`src/hdl/sild_pkg.sv`:
```
// Package for the serial image loader deframer.
// Holds the shared item type, frame characters and result status codes.
// No dependencies.
package sild_pkg;

  localparam int unsigned ByteW   = 8;
  localparam int unsigned AddrW   = 32;
  localparam int unsigned StatusW = 2;
  localparam int unsigned ImgW    = 24;

  // Frame characters
  localparam logic [ByteW-1:0] CH_START    = 8'h4D;  // 'M'
  localparam logic [ByteW-1:0] CH_SIZE_END = 8'h43;  // 'C'
  localparam logic [ByteW-1:0] CH_HDR_END  = 8'h65;  // 'e'
  localparam logic [ByteW-1:0] CH_ZERO     = 8'h30;  // '0'

  localparam logic [AddrW-1:0] DEFAULT_BASE = 32'h0008_0000;

  // Result status codes
  localparam logic [StatusW-1:0] ST_HEADER = 2'd0;
  localparam logic [StatusW-1:0] ST_WRITE  = 2'd1;
  localparam logic [StatusW-1:0] ST_LAST   = 2'd2;
  localparam logic [StatusW-1:0] ST_ERROR  = 2'd3;

  // One received byte held in the input register
  typedef struct packed {
    logic             valid;
    logic [ByteW-1:0] rx_byte;
  } sild_item_t;

endpackage

```
`src/hdl/sild_in_stage.sv`:
```
// Input register stage of the deframer.
// Captures one received byte per transfer and holds it until the core takes it.
// Depends on sild_pkg.
module sild_in_stage (
  input  logic                        clk,
  input  logic                        rst_n,
  input  logic                        in_valid,
  output logic                        in_stall,
  input  logic [sild_pkg::ByteW-1:0]  in_rx_byte,
  input  logic                        core_ready,
  output sild_pkg::sild_item_t        item
);

  logic                       valid_r;
  logic                       valid_nxt;
  logic [sild_pkg::ByteW-1:0] byte_r;
  logic                       take;

  // Stall only while a held byte cannot move on
  assign in_stall  = valid_r & ~core_ready;
  assign take      = in_valid & ~in_stall;
  assign valid_nxt = take | (valid_r & ~core_ready);

  always_ff @(posedge clk) begin
    if (!rst_n) begin
      valid_r <= 1'b0;
    end else begin
      valid_r <= valid_nxt;
    end
  end

  // Load the byte on each accepted transfer
  always_ff @(posedge clk) begin
    if (take) begin
      byte_r <= in_rx_byte;
    end
  end

  assign item.valid   = valid_r;
  assign item.rx_byte = byte_r;

endmodule

```
`src/hdl/sild_core.sv`:
```
// Deframer core: header parser, payload address counter and result register.
// One byte is processed per cycle while the result register can take it; state advances as the result is registered.
// Depends on sild_pkg.
module sild_core #(
  parameter int unsigned SIZE_BITS = 24
) (
  input  logic                          clk,
  input  logic                          rst_n,
  input  sild_pkg::sild_item_t          item,
  output logic                          core_ready,
  input  logic [sild_pkg::AddrW-1:0]    load_base,
  output logic                          out_valid,
  input  logic                          out_stall,
  output logic [sild_pkg::StatusW-1:0]  out_status,
  output logic [sild_pkg::AddrW-1:0]    out_write_addr,
  output logic [sild_pkg::ByteW-1:0]    out_write_data,
  output logic [sild_pkg::ImgW-1:0]     out_image_size
);

  localparam int unsigned ExtW = (SIZE_BITS > sild_pkg::ImgW) ? SIZE_BITS : sild_pkg::ImgW;

  typedef enum logic [2:0] {
    PH_SEARCH,
    PH_SKIP,
    PH_DIGITS,
    PH_WAIT_E,
    PH_PAYLOAD
  } phase_t;

  phase_t                         phase_r, phase_nxt;
  logic [SIZE_BITS-1:0]           acc_r, acc_nxt, acc_upd;
  logic [SIZE_BITS-1:0]           cnt_r, cnt_nxt, cnt_inc;
  logic [SIZE_BITS-1:0]           acc_x10, digit;
  logic [ExtW-1:0]                acc_ext;
  logic                           restart;
  logic                           step;

  logic                           out_valid_r, out_valid_nxt;
  logic [sild_pkg::StatusW-1:0]   status_r, status_nxt;
  logic [sild_pkg::AddrW-1:0]     addr_r, addr_nxt;
  logic [sild_pkg::ByteW-1:0]     data_r, data_nxt;
  logic [sild_pkg::ImgW-1:0]      img_r, img_nxt;

  // Result register frees up when empty or drained this cycle
  assign core_ready = ~out_valid_r | ~out_stall;
  assign step       = item.valid & core_ready;

  // Shift-add for size*10, digit taken unchecked
  assign acc_x10 = (acc_r << 3) + (acc_r << 1);
  assign digit   = SIZE_BITS'(item.rx_byte) - SIZE_BITS'(sild_pkg::CH_ZERO);
  assign cnt_inc = cnt_r + 1'b1;

  // Parse one byte
  always_comb begin
    phase_nxt  = phase_r;
    acc_upd    = acc_r;
    cnt_nxt    = cnt_r;
    status_nxt = sild_pkg::ST_HEADER;
    addr_nxt   = '0;
    data_nxt   = '0;
    unique case (phase_r)
      PH_SEARCH: begin
        if (item.rx_byte == sild_pkg::CH_START) begin
          phase_nxt = PH_SKIP;
        end else if (item.rx_byte == sild_pkg::CH_HDR_END) begin
          status_nxt = sild_pkg::ST_ERROR;
        end
      end
      PH_SKIP: begin
        if (item.rx_byte == sild_pkg::CH_HDR_END) begin
          status_nxt = sild_pkg::ST_ERROR;
        end else begin
          phase_nxt = PH_DIGITS;
        end
      end
      PH_DIGITS: begin
        if (item.rx_byte == sild_pkg::CH_SIZE_END) begin
          phase_nxt = PH_WAIT_E;
        end else if (item.rx_byte == sild_pkg::CH_HDR_END) begin
          status_nxt = sild_pkg::ST_ERROR;
        end else begin
          acc_upd = acc_x10 + digit;
        end
      end
      PH_WAIT_E: begin
        if (item.rx_byte == sild_pkg::CH_HDR_END) begin
          if (acc_r == '0) begin
            status_nxt = sild_pkg::ST_ERROR;
          end else begin
            phase_nxt = PH_PAYLOAD;
            cnt_nxt   = '0;
          end
        end
      end
      PH_PAYLOAD: begin
        addr_nxt   = load_base + sild_pkg::AddrW'(cnt_r);
        data_nxt   = item.rx_byte;
        cnt_nxt    = cnt_inc;
        status_nxt = (cnt_inc == acc_r) ? sild_pkg::ST_LAST : sild_pkg::ST_WRITE;
      end
      default: begin
        phase_nxt = PH_SEARCH;
      end
    endcase
  end

  // Report size before any clear, then drop header state on last write or error
  assign acc_ext = ExtW'(acc_upd);
  assign img_nxt = acc_ext[sild_pkg::ImgW-1:0];
  assign restart = (status_nxt == sild_pkg::ST_LAST) || (status_nxt == sild_pkg::ST_ERROR);
  assign acc_nxt = restart ? '0 : acc_upd;

  assign out_valid_nxt = step | (out_valid_r & out_stall);

  // Hold parser state and the valid flag
  always_ff @(posedge clk) begin
    if (!rst_n) begin
      phase_r     <= PH_SEARCH;
      acc_r       <= '0;
      cnt_r       <= '0;
      out_valid_r <= 1'b0;
    end else begin
      out_valid_r <= out_valid_nxt;
      if (step) begin
        phase_r <= restart ? PH_SEARCH : phase_nxt;
        acc_r   <= acc_nxt;
        cnt_r   <= restart ? '0 : cnt_nxt;
      end
    end
  end

  // Load the result payload on each step
  always_ff @(posedge clk) begin
    if (step) begin
      status_r <= status_nxt;
      addr_r   <= addr_nxt;
      data_r   <= data_nxt;
      img_r    <= img_nxt;
    end
  end

  assign out_valid      = out_valid_r;
  assign out_status     = status_r;
  assign out_write_addr = addr_r;
  assign out_write_data = data_r;
  assign out_image_size = img_r;

endmodule

```
`src/hdl/serial_image_loader_deframer.sv`:
```
// Top level of the serial image loader deframer.
// Holds the load base register and connects sild_in_stage and sild_core; uses sild_pkg.
//
//   channel | direction | handshake         | payload
//   in      | input     | in_valid/in_stall | in_rx_byte
//   out     | output    | out_valid/out_stall | status, write_addr, write_data, image_size
//   cfg     | input     | cfg_we            | cfg_wdata (load_base)
//
// One byte per cycle sustained while out_stall is low; each result passes the input register at the
// transfer edge, then the parse logic into the result register.
// Reset is synchronous, active low: header search, size and count cleared, base 0x80000.
// An out_stall holds the result register and backs up through the input register to in_stall.
module serial_image_loader_deframer #(
  parameter int unsigned SIZE_BITS = 24
) (
  input  logic                          clk,
  input  logic                          rst_n,
  input  logic                          in_valid,
  output logic                          in_stall,
  input  logic [sild_pkg::ByteW-1:0]    in_rx_byte,
  output logic                          out_valid,
  input  logic                          out_stall,
  output logic [sild_pkg::StatusW-1:0]  out_status,
  output logic [sild_pkg::AddrW-1:0]    out_write_addr,
  output logic [sild_pkg::ByteW-1:0]    out_write_data,
  output logic [sild_pkg::ImgW-1:0]     out_image_size,
  input  logic                          cfg_we,
  input  logic [sild_pkg::AddrW-1:0]    cfg_wdata
);

  logic [sild_pkg::AddrW-1:0] load_base_r;
  sild_pkg::sild_item_t       item;
  logic                       core_ready;

  // Hold the load base address
  always_ff @(posedge clk) begin
    if (!rst_n) begin
      load_base_r <= sild_pkg::DEFAULT_BASE;
    end else if (cfg_we) begin
      load_base_r <= cfg_wdata;
    end
  end

  sild_in_stage u_in_stage (
    .clk        (clk),
    .rst_n      (rst_n),
    .in_valid   (in_valid),
    .in_stall   (in_stall),
    .in_rx_byte (in_rx_byte),
    .core_ready (core_ready),
    .item       (item)
  );

  sild_core #(
    .SIZE_BITS (SIZE_BITS)
  ) u_core (
    .clk            (clk),
    .rst_n          (rst_n),
    .item           (item),
    .core_ready     (core_ready),
    .load_base      (load_base_r),
    .out_valid      (out_valid),
    .out_stall      (out_stall),
    .out_status     (out_status),
    .out_write_addr (out_write_addr),
    .out_write_data (out_write_data),
    .out_image_size (out_image_size)
  );

endmodule

```
`config.mk`:
```
export PLATFORM = sky130hd
export DESIGN_NAME = serial_image_loader_deframer
export DESIGN_NICKNAME = d
export VERILOG_FILES = /design/src/hdl/sild_pkg.sv /design/src/hdl/sild_in_stage.sv /design/src/hdl/sild_core.sv /design/src/hdl/serial_image_loader_deframer.sv
export SDC_FILE = /design/constraint.sdc
export NUM_CORES = 1
export LEC_CHECK = 0
export BUFFER_PORTS_ARGS = -buffer_cell sky130_fd_sc_hd__buf_2
export CORE_ASPECT_RATIO = 0.6
export CORE_UTILIZATION = 25
export CTS_CLUSTER_SIZE = 16
export DETAILED_ROUTE_END_ITERATION = 8
export SLEW_MARGIN = 40
export SYNTH_ARGS = -nofsm -noshare
export SYNTH_HDL_FRONTEND = slang
export SYNTH_SLANG_ARGS = --single-unit
```
`constraint.sdc`:
```
create_clock -name clk -period 14.3 [get_ports clk]
set_input_delay 0 -clock clk [delete_from_list [all_inputs] [get_ports clk]]
set_output_delay 0 -clock clk [all_outputs]
set_load 0.01 [all_outputs]
```
# Word level (Yosys, flattened, before mapping)
# Cells that the tools add are included.
[totals] in_bits=45 register_bits=159 word_cells=71
[classes] n_mux=22 n_reduce_logical=6 n_bitwise=11 n_addsub=5 n_eq_ne=16
[ops] cell="$mux W24" count=7
[ops] cell="$add A24 B24 Y24" count=2
[ops] cell="$pmux W24 S2" count=1
[ops] cell="$add A32 B24 Y32" count=1
[ops] cell="$add A24 B1 Y24 const B" count=1
[ops] cell="$eq A24 B24 Y1" count=1
[ops] cell="$eq A8 B7 Y1 const B" count=3
[ops] cell="$logic_not A24 Y1" count=1
[ops] cell="$mux W3" count=6
[ops] cell="$pmux W3 S5" count=1
[ops] cell="$mux W2" count=6
[ops] cell="$pmux W2 S5" count=1
[ops] cell="$ne A3 B1 Y1 const B" count=3
[ops] cell="$sub A8 B6 Y9 const B" count=1
[ops] cell="$reduce_and A7 Y1" count=1
[ops] cell="$eq A3 B2 Y1 const B" count=2
[ops] cell="$ne A3 B2 Y1 const B" count=2
[ops] cell="$and A1 B1 Y1" count=4
[ops] cell="$eq A2 B2 Y1 const B" count=2
[ops] cell="$not A1 Y1" count=4
[ops] cell="$reduce_and A4 Y1" count=1
[ops] cell="$eq A3 B1 Y1 const B" count=1
[ops] cell="$eq A3 B3 Y1 const B" count=1
[ops] cell="$logic_not A3 Y1" count=1
[ops] cell="4 further kinds" count=6

# Longest topological paths before layout
# Gate-level depths: netlist (run 1).
[logic_depth] ltp_word=8 ltp_mapped=15 ltp_nobuf=15

# Hierarchy
# From an unflattened synthesis (run 1), not the netlist that was laid out.
[unflattened] cells_unflattened=1083 area_unflattened_um2=10377.5
[modules_own_cells] mod="sild_core" n_inst=1 cells_per_inst=967 area_per_inst_um2=8841.0 seq_area_each_um2=3022.9
[modules_own_cells] mod="serial_image_loader_deframer" n_inst=1 cells_per_inst=103 area_per_inst_um2=1241.2 seq_area_each_um2=640.6
[modules_own_cells] mod="sild_in_stage" n_inst=1 cells_per_inst=13 area_per_inst_um2=295.3 seq_area_each_um2=260.2

# Worst setup path before layout (run 1)
# Ideal clock, no wire load.
[synth_timing] path_type="register -> register" startpoint="register u_in_stage.byte_r[4] (netlist name)" endpoint="register u_core.acc_r[20]" arrival_time_ns=4.923 path_stages_with_launch=14 setup_ns=0.095 n_path_buf=0 slack_ns=9.282 cell_sequence="edfxtp_1 ha_1 nor3_1 fa_1 ha_1 nor2_1 nor2_1 o211ai_1 a31oi_1 nor2b_1 o21ai_1 or4b_2 and3_1 a221oi_1"
[synth_via] elab_chain_cells=7 elab_cells_between_ends=17 classes_between="add/sub (2); eq/ne (5); mux (9); reduce/logical (1)"
[synth_lines] element="start, declared" line_no="sild_in_stage.sv:16" text="logic [sild_pkg::ByteW-1:0] byte_r;"
[synth_lines] element="start signal, assigned" line_no="sild_in_stage.sv:35" text="byte_r <= in_rx_byte;"
[synth_lines] element="parallel branches: the longest is 6 deep, another holds $add A24 B24 Y24"
[synth_lines] element="$mux W24 (*)" line_no="sild_core.sv:111" text="assign acc_nxt = restart ? '0 : acc_upd;"
[synth_lines] element="end signal, assigned" line_no="sild_core.sv:126" text="acc_r <= acc_nxt;"
[synth_lines] element="end, declared" line_no="sild_core.sv:31" text="logic [SIZE_BITS-1:0] acc_r, acc_nxt, acc_upd;"
# Mark *: on every way between the ends.
# A chain may end at the register's enable or synchronous reset.

# Worst setup path in the final report (run 1)
# Ends and elaborated chain as after synthesis.

==> summary.md, run 1 <==
| Metric | Value |
|---|---|
| Run status | `finished clean` |
| Layout net count | `1285` |
| Final WL | `29.6 mm` |
| Post-route ant nets | `0` |
| Die W | `259 µm` |
| IO buf count | `112` |
| Clk sink count | `159` |
| Cell total after placement | `1627` |
| FF+latch area | `3920 µm²` |
| Syn avg cell area | `9.61 µm²` |
| Post-CTS Hold Fix Bufs | `43` |
| CP cell instances | `ha_1 > xor2_1 > fa_1 > inv_1 > ha_1 > o21ai_0 > a21oi_1 > o211ai_1 > a31oi_1 > nor2b_1 > o21ai_1 > or4b_2 > and3_1 > a221oi_1` |
| Fin crit period | `4.24 ns` |
| Initial antenna violation count | `0` |
| Fillers | `4083` |
| RSZ-0062 raised after global routing | `no` |
| Pleak | `5.00 nW` |
| Synth warn | `0` |
| Non-Filler Cell Area, Final | `12000 µm²` |
| Critical Path Max Stage Delay | `0.61 ns` |
| Row count | `56` |
| Bufs on Longest Clock Path | `2` |
| IO Count | `113` |
| Clock Skew | `0.00993 ns` |
| Tcrit/Tclk final | `0.297` |
| Via Count | `8512` |
| Min-Delay Path Class | `in -> reg` |
| Post-Synthesis Cell Area | `9910 µm²` |
| CP dominant cell by count | `ha_1` |
| Startpoint Class | `flip-flop` |
| CP endpoint kind | `flip-flop` |
| Via density | `5.00` |
| Slew @ Worst Pin | `0.738 ns` |
| Crit path DAT | `4.60 ns` |
| Fin. max-slew vios | `0` |
| Number of global-route vias before repair | `7984` |
| RD Place Congestion | `0.920` |
| CTS resizes | `0` |
| Postcts setup bufs | `0` |
| Overflow after GRT | `0` |
| H-Tree Depth | `4` |
| Critical path type | `reg -> reg` |
| Post-synth top area share | `0.224` |
| Final hold violation count | `0` |
| Slowest cell on the critical path | `or4b_2` |
| Reg-to-reg slack, setup | `10.06 ns` |
| Clock Tree Root | `clkbuf_16` |
| Most frequent cell after synthesis | `nand2_1` |
| Critical path buffers and inverters | `1` |
| First-pass GRT wire length | `45.7 mm` |
| Post-place instance area | `11000 µm²` |
| First-pass DRT Iterations | `5` |
| Gate Count Post-Synth | `1032` |
| Top post-synthesis cells by area | `edfxtp_1 (22%), dfxtp_1 (17%), ha_1 (6.4%), fa_1 (4.4%), nand2_1 (4.1%)` |
| N_diodes | `0` |
| Seq/Total Area, Yosys | `0.396` |
| Synth cell count leaders | `nand2_1 (107), nor2_1 (91), dfxtp_1 (85), edfxtp_1 (74), o21ai_0 (52)` |
| Starting density of the core | `0.254` |
| Util after Layout | `0.307` |
| Worst path required time | `14.66 ns` |
| Clock Latency Late Sink | `0.45 ns` |
| Core area | `39100 µm²` |
| Number of library cell types mapped by synthesis | `78` |
| Setup TNS | `0 ns` |
| Layout area overhead | `21.1%` |
| Final setup vio count | `0` |
| Cell taking the most area after synthesis | `edfxtp_1` |
| Max Cap Viol | `0` |
| Clock-pin slew on the worst setup and hold paths | `0.07 ns` |
| Gr usage total | `0.148` |
| Initial DRC Count | `693` |
| DR WL/cell | `17.4 µm` |
| Num CTS Buffers | `17` |
| Multi-input logic area | `5650 µm²` |
| Die area | `40500 µm²` |
| Post-synth EDFFs | `74` |
| VDD IR-drop max | `0.0632 mV` |
| Dominant synthesized flop cell | `dfxtp_1` |
| Async SR Flop Fraction | `0` |
| Non-Filler Instances | `1701` |
| Largest net degree at the start of global routing | `46` |
| Hold slack | `0.0573 ns` |
| Share of cells above drive strength 1 | `0.159` |
| HPWL Detailed | `21.6 mm` |
| Largest fanout on the critical path | `4` |
| Worst path top cell family by delay | `compound AO/OA/AOI/OAI gates` |
| Synthesized flop and latch total | `159` |
| Die Y | `156 µm` |
| Post-route DRC | `0` |
| Power per Cell Area | `87.6 nW/µm²` |
| Achievable Freq | `0.236 GHz` |
| Slew headroom | `0.502` |
| Syn Nets | `1150` |
| CTS tree | `built` |
-- routing by layer --
layer  track usage  part of all wire
met4        0.0406             0.013
met1         0.226              0.51
met3        0.0371             0.075
met5             0                 0
met2         0.200              0.40
-- report_power, final --
| part | switching [mW] | internal, mW |
|---|---|---|
| clock | 0.202 | 0.262 |
| sequential | 0.00937 | 0.489 |
| combinational | 0.0511 | 0.0381 |
| total | 0.263 | 0.789 |
-- cell type report --
type / instances / area share
clock buffer: 19 / 0.0369
sequential: 159 / 0.327
inverter: 36 / 0.0114
clock inverter: 12 / 0.0113
timing repair buffer: 164 / 0.0884
multi-input combinational: 789 / 0.471
tap: 522 / 0.0544
-- registers in the layout, summed over array words and instances, names as in the netlist --
signal	cells
u_core.out_image_size	24
u_core.phase_r	3
u_in_stage.valid_r	1
u_core.out_write_data	8
u_core.out_status	2
u_in_stage.byte_r	8
u_core.acc_r	24
u_core.out_valid	1
load_base_r	32
u_core.cnt_r	24
u_core.out_write_addr	32
-- layout by cell type, fill, tap and decap left out, types with 7 or more instances in the layout --
master	instances
nor3_1	15
dlygate4sd3_1	43
fa_1	22
o31ai_2	7
a22o_1	21
nand2_1	107
clkbuf_16	17
a31oi_1	13
nor2b_1	14
xnor2_1	29
nand3_1	31
nand2b_1	10
a211oi_1	11
xor2_1	33
and3_1	21
edfxtp_1	74
nand4_1	19
nor4_1	15
o21a_1	10
nor2_1	91
a41o_1	10
ha_1	51
inv_1	34
a21oi_1	47
o31ai_1	10
o21ai_0	51
buf_4	10
buf_2	111
mux2i_1	33
a21o_1	17
dfxtp_1	85
-- path summary, 6_finish.rpt --
kind	from	endpoint	depth (start not counted)
worst max-delay path	u_in_stage.byte_r[4]$_DFFE_PP_	u_core.acc_r[20]$_SDFFE_PN0P_	14
worst min-delay path	rst_n	load_base_r[19]$_SDFFE_PN1P_	2
worst max register to register	u_in_stage.byte_r[4]$_DFFE_PP_	u_core.acc_r[20]$_SDFFE_PN0P_	14
worst min register to register	u_in_stage.valid_r$_SDFF_PN0_	u_core.out_valid$_SDFF_PN0_	2
-- kinds of logic after synthesis --
logic type	count (synthesis)	synth area share
AOI/OAI and AO/OA	250	0.178
xor gates and xnor gates	62	0.0548
adders and majority gates	73	0.109
buffers and inverters	84	0.0365
DFF	159	0.396
muxes	34	0.0345
and+or+nand+nor	370	0.192
-- stage by stage --
stage | power [mW] | setup slack (ns)
after global routing | 1.09 | 9.75
final | 1.05 | 10.06
after global placement | 0.588 | 10.22
after CTS | 1.07 | 10.08
after floorplan | 0.556 | 9.28
after detailed placement | 0.589 | 10.11
Power figures use the tool's default switching activity.
==> inputs of run 2 (changes only) <==
- clock period: 14.3 -> 3.6 ns (I/O delays scaled with it)
==> run 2 against run 1 <==
  * Core utilization up 3.1 points
  * Largest cell class unchanged
  * Design area up 10%
  * Clock skew is 0.0019 ns higher
  * Sequential share of layout area decreased by 2.9 points
  * Global-route usage rose by 0.47 points
  * The run now ends with negative setup slack left
  * Clock power grew to 4.2 times the previous value
==> summary.md, run 2 (synthesis results as in run 1) <==
| Metric | Value |
|---|---|
| Via density | `4.93 (was 5.00)` |
| RD Place Congestion | `0.881 (was 0.920)` |
| Final worst slack | `-0.0446 ns (was 10.06 ns)` |
| Cell total after placement | `1697 (was 1627)` |
| First-pass GRT wire length | `47.6 mm (was 45.7 mm)` |
| DR WL/cell | `17.2 µm (was 17.4 µm)` |
| Worst path required time | `3.96 ns (was 14.66 ns)` |
| Slew @ Worst Pin | `0.894 ns (was 0.738 ns)` |
| Post-route ant nets | `0 (unchanged)` |
| Via Count | `8867 (was 8512)` |
| Post-place instance area | `11700 µm² (was 11000 µm²)` |
| Final hold violation count | `0 (unchanged)` |
| Non-Filler Instances | `1798 (was 1701)` |
| CP endpoint kind | `flip-flop (unchanged)` |
| Critical path type | `reg -> reg (unchanged)` |
| RSZ-0062 raised after global routing | `yes (was no)` |
| Row count | `56 (unchanged)` |
| Failing checks | `negative setup slack` |
| Initial antenna violation count | `0 (unchanged)` |
| Clock Tree Root | `clkbuf_16 (unchanged)` |
| Worst slack, placed | `-0.104 ns (was 10.11 ns)` |
| CP cell instances | `ha_4 > nor3_4 > buf_12 > buf_4 > fa_1 > ha_4 > and3_4 > o211ai_1 > a31oi_2 > nor2b_4 > o21ai_4 > or4b_4 > and3_4 > a221oi_2 (was ha_1 > xor2_1 > fa_1 > inv_1 > ha_1 > o21ai_0 > a21oi_1 > o211ai_1 > a31oi_1 > nor2b_1 > o21ai_1 > or4b_2 > and3_1 > a221oi_1)` |
| Crit path DAT | `4.01 ns (was 4.60 ns)` |
| N_diodes | `0 (unchanged)` |
| Clock Latency Late Sink | `0.45 ns (about the same)` |
| First-pass DRT Iterations | `5 (unchanged)` |
| Post-route DRC | `0 (unchanged)` |
| Most frequent cells in the layout | `buf_2 (112), nand2_1 (103), nor2_1 (90) (was buf_2 (111), nand2_1 (107), nor2_1 (91))` |
| Pleak | `5.56 nW (was 5.00 nW)` |
| Gr usage total | `0.153 (was 0.148)` |
| Fillers | `3987 (was 4083)` |
| Min-Delay Path Class | `in -> reg (unchanged)` |
| Slowest cell on the critical path | `or4b_4 (was or4b_2)` |
| Critical Path Max Stage Delay | `0.48 ns (was 0.61 ns)` |
| Die area | `40500 µm² (unchanged)` |
| Power per Cell Area | `330 nW/µm² (was 87.6 nW/µm²)` |
| Final WL | `31.0 mm (was 29.6 mm)` |
| Die Y | `156 µm (unchanged)` |
| H-Tree Depth | `4 (unchanged)` |
| Non-Filler Cell Area, Final | `13200 µm² (was 12000 µm²)` |
| Clk sink count | `159 (unchanged)` |
| Critical path buffers and inverters | `2 (was 1)` |
| Number of global-route vias before repair | `8358 (was 7984)` |
| Core area | `39100 µm² (unchanged)` |
| Commonest non-fill, non-tap cell in the layout | `buf_2 (unchanged)` |
| IO buf count | `112 (unchanged)` |
| Clock Skew | `0.0118 ns (was 0.00993 ns)` |
| CTS tree | `built (unchanged)` |
| Layout area overhead | `33.2% (was 21.1%)` |
| Clock-pin slew on the worst setup and hold paths | `0.07 ns (about the same)` |
| Starting density of the core | `0.254 (unchanged)` |
| Initial DRC Count | `666 (was 693)` |
| IO Count | `113 (unchanged)` |
| Largest fanout on the critical path | `5 (was 4)` |
| Max Cap Viol | `0 (unchanged)` |
| Layout net count | `1381 (was 1285)` |
| Fin. max-slew vios | `0 (unchanged)` |
| Fin crit period | `3.64 ns (was 4.24 ns)` |
| Slew headroom | `0.404 (was 0.502)` |
| Overflow after GRT | `0 (unchanged)` |
| Worst path top cell family by delay | `simple AND/OR/NAND/NOR gates (was compound AO/OA/AOI/OAI gates)` |
| Final setup vio count | `2 (was 0)` |
| Run status | `finished with violations (was finished clean)` |
| Bufs on Longest Clock Path | `2 (unchanged)` |
| Share of cells above drive strength 1 | `0.250 (was 0.159)` |
| Tcrit/Tclk final | `1.01 (was 0.297)` |
| Num CTS Buffers | `17 (unchanged)` |
| Largest net degree at the start of global routing | `33 (was 46)` |
| Startpoint Class | `flip-flop (unchanged)` |
| Achievable Freq | `0.274 GHz (was 0.236 GHz)` |
| HPWL Detailed | `22.8 mm (was 21.6 mm)` |
| Hold slack | `0.0445 ns (was 0.0573 ns)` |
| Die W | `259 µm (unchanged)` |
| VDD IR-drop max | `0.347 mV (was 0.0632 mV)` |
[run 2: cell count changes in the layout (fill, tap and decap cells not counted), moves of 10 or more]
cell           previous run  this run
buf_4                    10        87
dlygate4sd3_1            43        55
ha_1                     51        39
ha_4                      0        11
o21ai_0                  51        41
[run 2: final cells by class]
class,count,area (µm²),area share
clock buffer,19,433,0.0328
clock inverter,13,186,0.0141
inverter,36,136,0.0103
multi-input combinational,789,5990,0.454
sequential,159,3930,0.297
tap,522,653,0.0495
timing repair buffer,260,1880,0.142
[run 2: layer usage]
metal / up-vias / GRT usage / wire length (µm)
met5: - / 0 / 0
met4: 0 / 0.0301 / 217
met3: 18 / 0.0407 / 1960
met2: 252 / 0.217 / 13100
met1: 4313 / 0.228 / 15700
li1: 4284 / - / -
[run 2: worst paths after layout]
path,startpoint,endpoint,slack [ns],cells after the start
setup / recovery,u_in_stage.byte_r[4]$_DFFE_PP_,u_core.acc_r[20]$_SDFFE_PN0P_,-0.04,14
setup reg to reg,u_in_stage.byte_r[4]$_DFFE_PP_,u_core.acc_r[20]$_SDFFE_PN0P_,-0.04,14
hold reg to reg,load_base_r[0]$_SDFFE_PN0P_,load_base_r[0]$_SDFFE_PN0P_,0.50,2
hold / removal,rst_n,load_base_r[19]$_SDFFE_PN1P_,0.04,3
[run 2: where the power goes]
part / internal, mW / leakage (nW) / switching (mW) / total (mW)
Combinational: 0.200 / 3.85 / 0.225 / 0.425
Sequential: 1.94 / 1.41 / 0.0357 / 1.98
Clock: 1.16 / 0.303 / 0.791 / 1.95
[run 2: per-stage QoR]
step	TNS (ns)	power [mW]	utilization
finish	-0.0584	4.36	0.338
global route	-1.18	4.52	0.338
CTS	-0.0340	4.39	0.331
detailed placement	-0.362	2.37	0.299
global placement	-0.0642	2.37	0.299
floorplan	-0.922	2.22	-
[run 2: worst register-to-register path: cells and delay by family (launching register included)]
family	cells	cell delay, ns
AOI/OAI and AO/OA	4	0.64
buffers and inverters	2	0.26
DFF	1	0.47
and+or+nand+nor	5	1.25
adders and majority gates	3	0.94
[run 2: repair_timing]
item,4_1_cts,5_1_grt
pin swaps,10,27
endpoints found under the hold margin,42,0
buffers inserted,4,10
resized for setup,9,43
gates cloned,0,0
setup endpoints to repair,7,55
hold buffers,55,0
==> inputs of run 3 (changes only) <==
- CTS_CLUSTER_DIAMETER: default -> 150
- PLACE_DENSITY_LB_ADDON: default -> 0.12
==> run 3 against run 2 <==
  * Highest routed layer unchanged
  * Die area unchanged
  * Core utilization up 0.76 points
  * Largest power group unchanged
  * Fmax up 1.5%
  * Worst setup slack better by 0.054 ns
  * Wire length up 4.7%
  * The flow now finishes without violations
  * Combinational power up 1%
==> summary.md, run 3 (synthesis results as in run 1) <==
| Metric | Value |
|---|---|
| Clock Latency Late Sink | `0.45 ns (about the same)` |
| VDD IR-drop max | `0.266 mV (was 0.347 mV)` |
| Pleak | `5.73 nW (was 5.56 nW)` |
| Die W | `259 µm (unchanged)` |
| Power per Cell Area | `322 nW/µm² (was 330 nW/µm²)` |
| Reg2reg start | `u_in_stage.byte_r[5]$_DFFE_PP_ (was u_in_stage.byte_r[4]$_DFFE_PP_)` |
| Final setup vio count | `0 (was 2)` |
| Achievable Freq | `0.279 GHz (was 0.274 GHz)` |
| DR WL/cell | `17.7 µm (was 17.2 µm)` |
| Row count | `56 (unchanged)` |
| Die area | `40500 µm² (unchanged)` |
| Clk sink count | `159 (unchanged)` |
| First-pass DRT Iterations | `5 (unchanged)` |
| Critical path type | `reg -> reg (unchanged)` |
| Clock Skew | `0.0119 ns (was 0.0118 ns)` |
| Tcrit/Tclk final | `0.997 (was 1.01)` |
| Total power | `4.34 mW (was 4.36 mW)` |
| HPWL Detailed | `24.3 mm (was 22.8 mm)` |
| R2R cell count | `15 (was 14)` |
| Initial antenna violation count | `1 (was 0)` |
| Clock Tree Root | `clkbuf_16 (unchanged)` |
| Final hold violation count | `0 (unchanged)` |
| RD Place Congestion | `0.873 (was 0.881)` |
| Number of global-route vias before repair | `8438 (was 8358)` |
| Fillers | `4051 (was 3987)` |
| Min-Delay Path Class | `in -> reg (unchanged)` |
| CP endpoint kind | `flip-flop (unchanged)` |
| Largest net degree at the start of global routing | `35 (was 33)` |
| RSZ-0062 raised after global routing | `yes (unchanged)` |
| Gr usage total | `0.164 (was 0.153)` |
| Via density | `4.77 (was 4.93)` |
| Layout net count | `1416 (was 1381)` |
| IO buf count | `112 (unchanged)` |
| Bufs on Longest Clock Path | `2 (unchanged)` |
| Post-route ant nets | `0 (unchanged)` |
| Max Cap Viol | `0 (unchanged)` |
| Final WL | `32.5 mm (was 31.0 mm)` |
| First-pass GRT wire length | `50.4 mm (was 47.6 mm)` |
| Clock-pin slew on the worst setup and hold paths | `0.07 ns (about the same)` |
| Post-route DRC | `0 (unchanged)` |
| Slew headroom | `0.459 (was 0.404)` |
| Most frequent cells in the layout | `buf_4 (127), buf_2 (111), nand2_1 (104) (was buf_2 (112), nand2_1 (103), nor2_1 (90))` |
| Num CTS Buffers | `17 (unchanged)` |
| Largest fanout on the critical path | `6 (was 5)` |
| Via Count | `8754 (was 8867)` |
| Setup TNS | `0 ns (was -0.0584 ns)` |
| Multi-input logic area | `6060 µm² (was 5990 µm²)` |
| HP Start | `rst_n (unchanged)` |
| Overflow after GRT | `0 (unchanged)` |
| Cell total after placement | `1743 (was 1697)` |
| Fin. max-slew vios | `0 (unchanged)` |
| Share of cells above drive strength 1 | `0.287 (was 0.250)` |
| Commonest non-fill, non-tap cell in the layout | `buf_4 (was buf_2)` |
| Fin crit period | `3.59 ns (was 3.64 ns)` |
| Layout area overhead | `36.2% (was 33.2%)` |
| Starting density of the core | `0.254 (unchanged)` |
| Non-Filler Instances | `1834 (was 1798)` |
| Slew @ Worst Pin | `0.811 ns (was 0.894 ns)` |
| Util after Layout | `0.345 (was 0.338)` |
| Worst reg2reg endpoint | `u_core.acc_r[20]$_SDFFE_PN0P_ (unchanged)` |
| Reg-to-reg slack, setup | `0.01 ns (was -0.04 ns)` |
| Worst Setup EP | `u_core.acc_r[20]$_SDFFE_PN0P_ (unchanged)` |
| IO Count | `113 (unchanged)` |
| CTS tree | `built (unchanged)` |
| Startpoint Class | `flip-flop (unchanged)` |
| Initial DRC Count | `480 (was 666)` |
| Die Y | `156 µm (unchanged)` |
| Core area | `39100 µm² (unchanged)` |
| H-Tree Depth | `4 (unchanged)` |
| Run status | `finished clean (was finished with violations)` |
| Crit path DAT | `3.96 ns (was 4.01 ns)` |
| Worst path required time | `3.97 ns (was 3.96 ns)` |
| FF+latch area | `3930 µm² (about the same)` |
| Setup crit start | `u_in_stage.byte_r[5]$_DFFE_PP_ (was u_in_stage.byte_r[4]$_DFFE_PP_)` |
[run 3: cell count changes in the layout (fill, tap and decap cells not counted), moves of 3 or more]
| cell | previous run | this run |
|---|---|---|
| o21ai_0 | 41 | 38 |
| buf_4 | 87 | 127 |
| inv_6 | 2 | 5 |
| inv_1 | 34 | 29 |
| dlygate4sd3_1 | 55 | 44 |
| inv_2 | 1 | 6 |
| buf_6 | 1 | 9 |
[run 3: cell type report]
cell class	count	share of cell area
Inverter	36	0.0101
Clock buffer	19	0.0336
Sequential cell	159	0.291
Multi-Input combinational cell	789	0.448
Clock inverter	13	0.0111
Antenna cell	1	0.000185
Timing Repair Buffer	295	0.157
Tap cell	522	0.0484
[run 3: timing repair]
action,in CTS,in global routing
hold buffers,44,0
pin swaps,31,37
setup buffers,6,9
setup endpoints to repair,21,26
gates resized for setup,40,32
endpoints found under the hold margin,42,0
[run 3: worst min-delay path by stage]
stage	endpoint	slack, ns	cells past startpoint
after floorplan	u_in_stage.byte_r[0]$_DFFE_PP_	0.1	0
after global placement	u_in_stage.byte_r[7]$_DFFE_PP_	0.18	1
after detailed placement	u_in_stage.byte_r[6]$_DFFE_PP_	0.18	1
after CTS	u_core.acc_r[21]$_SDFFE_PN0P_	0.1	4
after global routing	u_core.cnt_r[15]$_SDFFE_PN0P_	0.14	4
final	u_core.acc_r[21]$_SDFFE_PN0P_	0.13	4
[run 3: critical path: stages, from the launching register on]
cell      delay (ns)
edfxtp_1        0.47
ha_4            0.22
nor3_4          0.14
buf_12          0.16
buf_8           0.12
fa_1            0.46
ha_4            0.30
and4_1          0.21
nand2_1         0.09
buf_4           0.14
buf_4           0.13
nor2b_4         0.13
o21ai_4         0.08
or4b_4          0.48
and3_4          0.17
a221oi_2        0.20
[run 3: routing by layer]
metal  global-route usage  vias up  wire [µm]
li1                     -     4353          -
met1                0.262     4240      18400
met2                0.218      143      12500
met3               0.0343       18       1400
met4               0.0332        0        238
met5                    0        -          0
[run 3: stage by stage]
stage | area, µm² | hold WS, ns | setup WS [ns]
floorplan | 10000 | 0.0989 | -0.256
finish | 13500 | 0.125 | 0.00956
CTS | 13300 | 0.0967 | -0.0108
global route | 13500 | 0.137 | -0.167
detailed placement | 12000 | 0.182 | -0.148
global placement | 12000 | 0.180 | -0.121
[run 3: where the power goes]
part | total [mW] | internal (mW) | switching [mW]
Sequential | 1.97 | 1.94 | 0.0330
Combinational | 0.430 | 0.203 | 0.227
Clock | 1.94 | 1.08 | 0.861
Total | 4.34 | 3.22 | 1.12
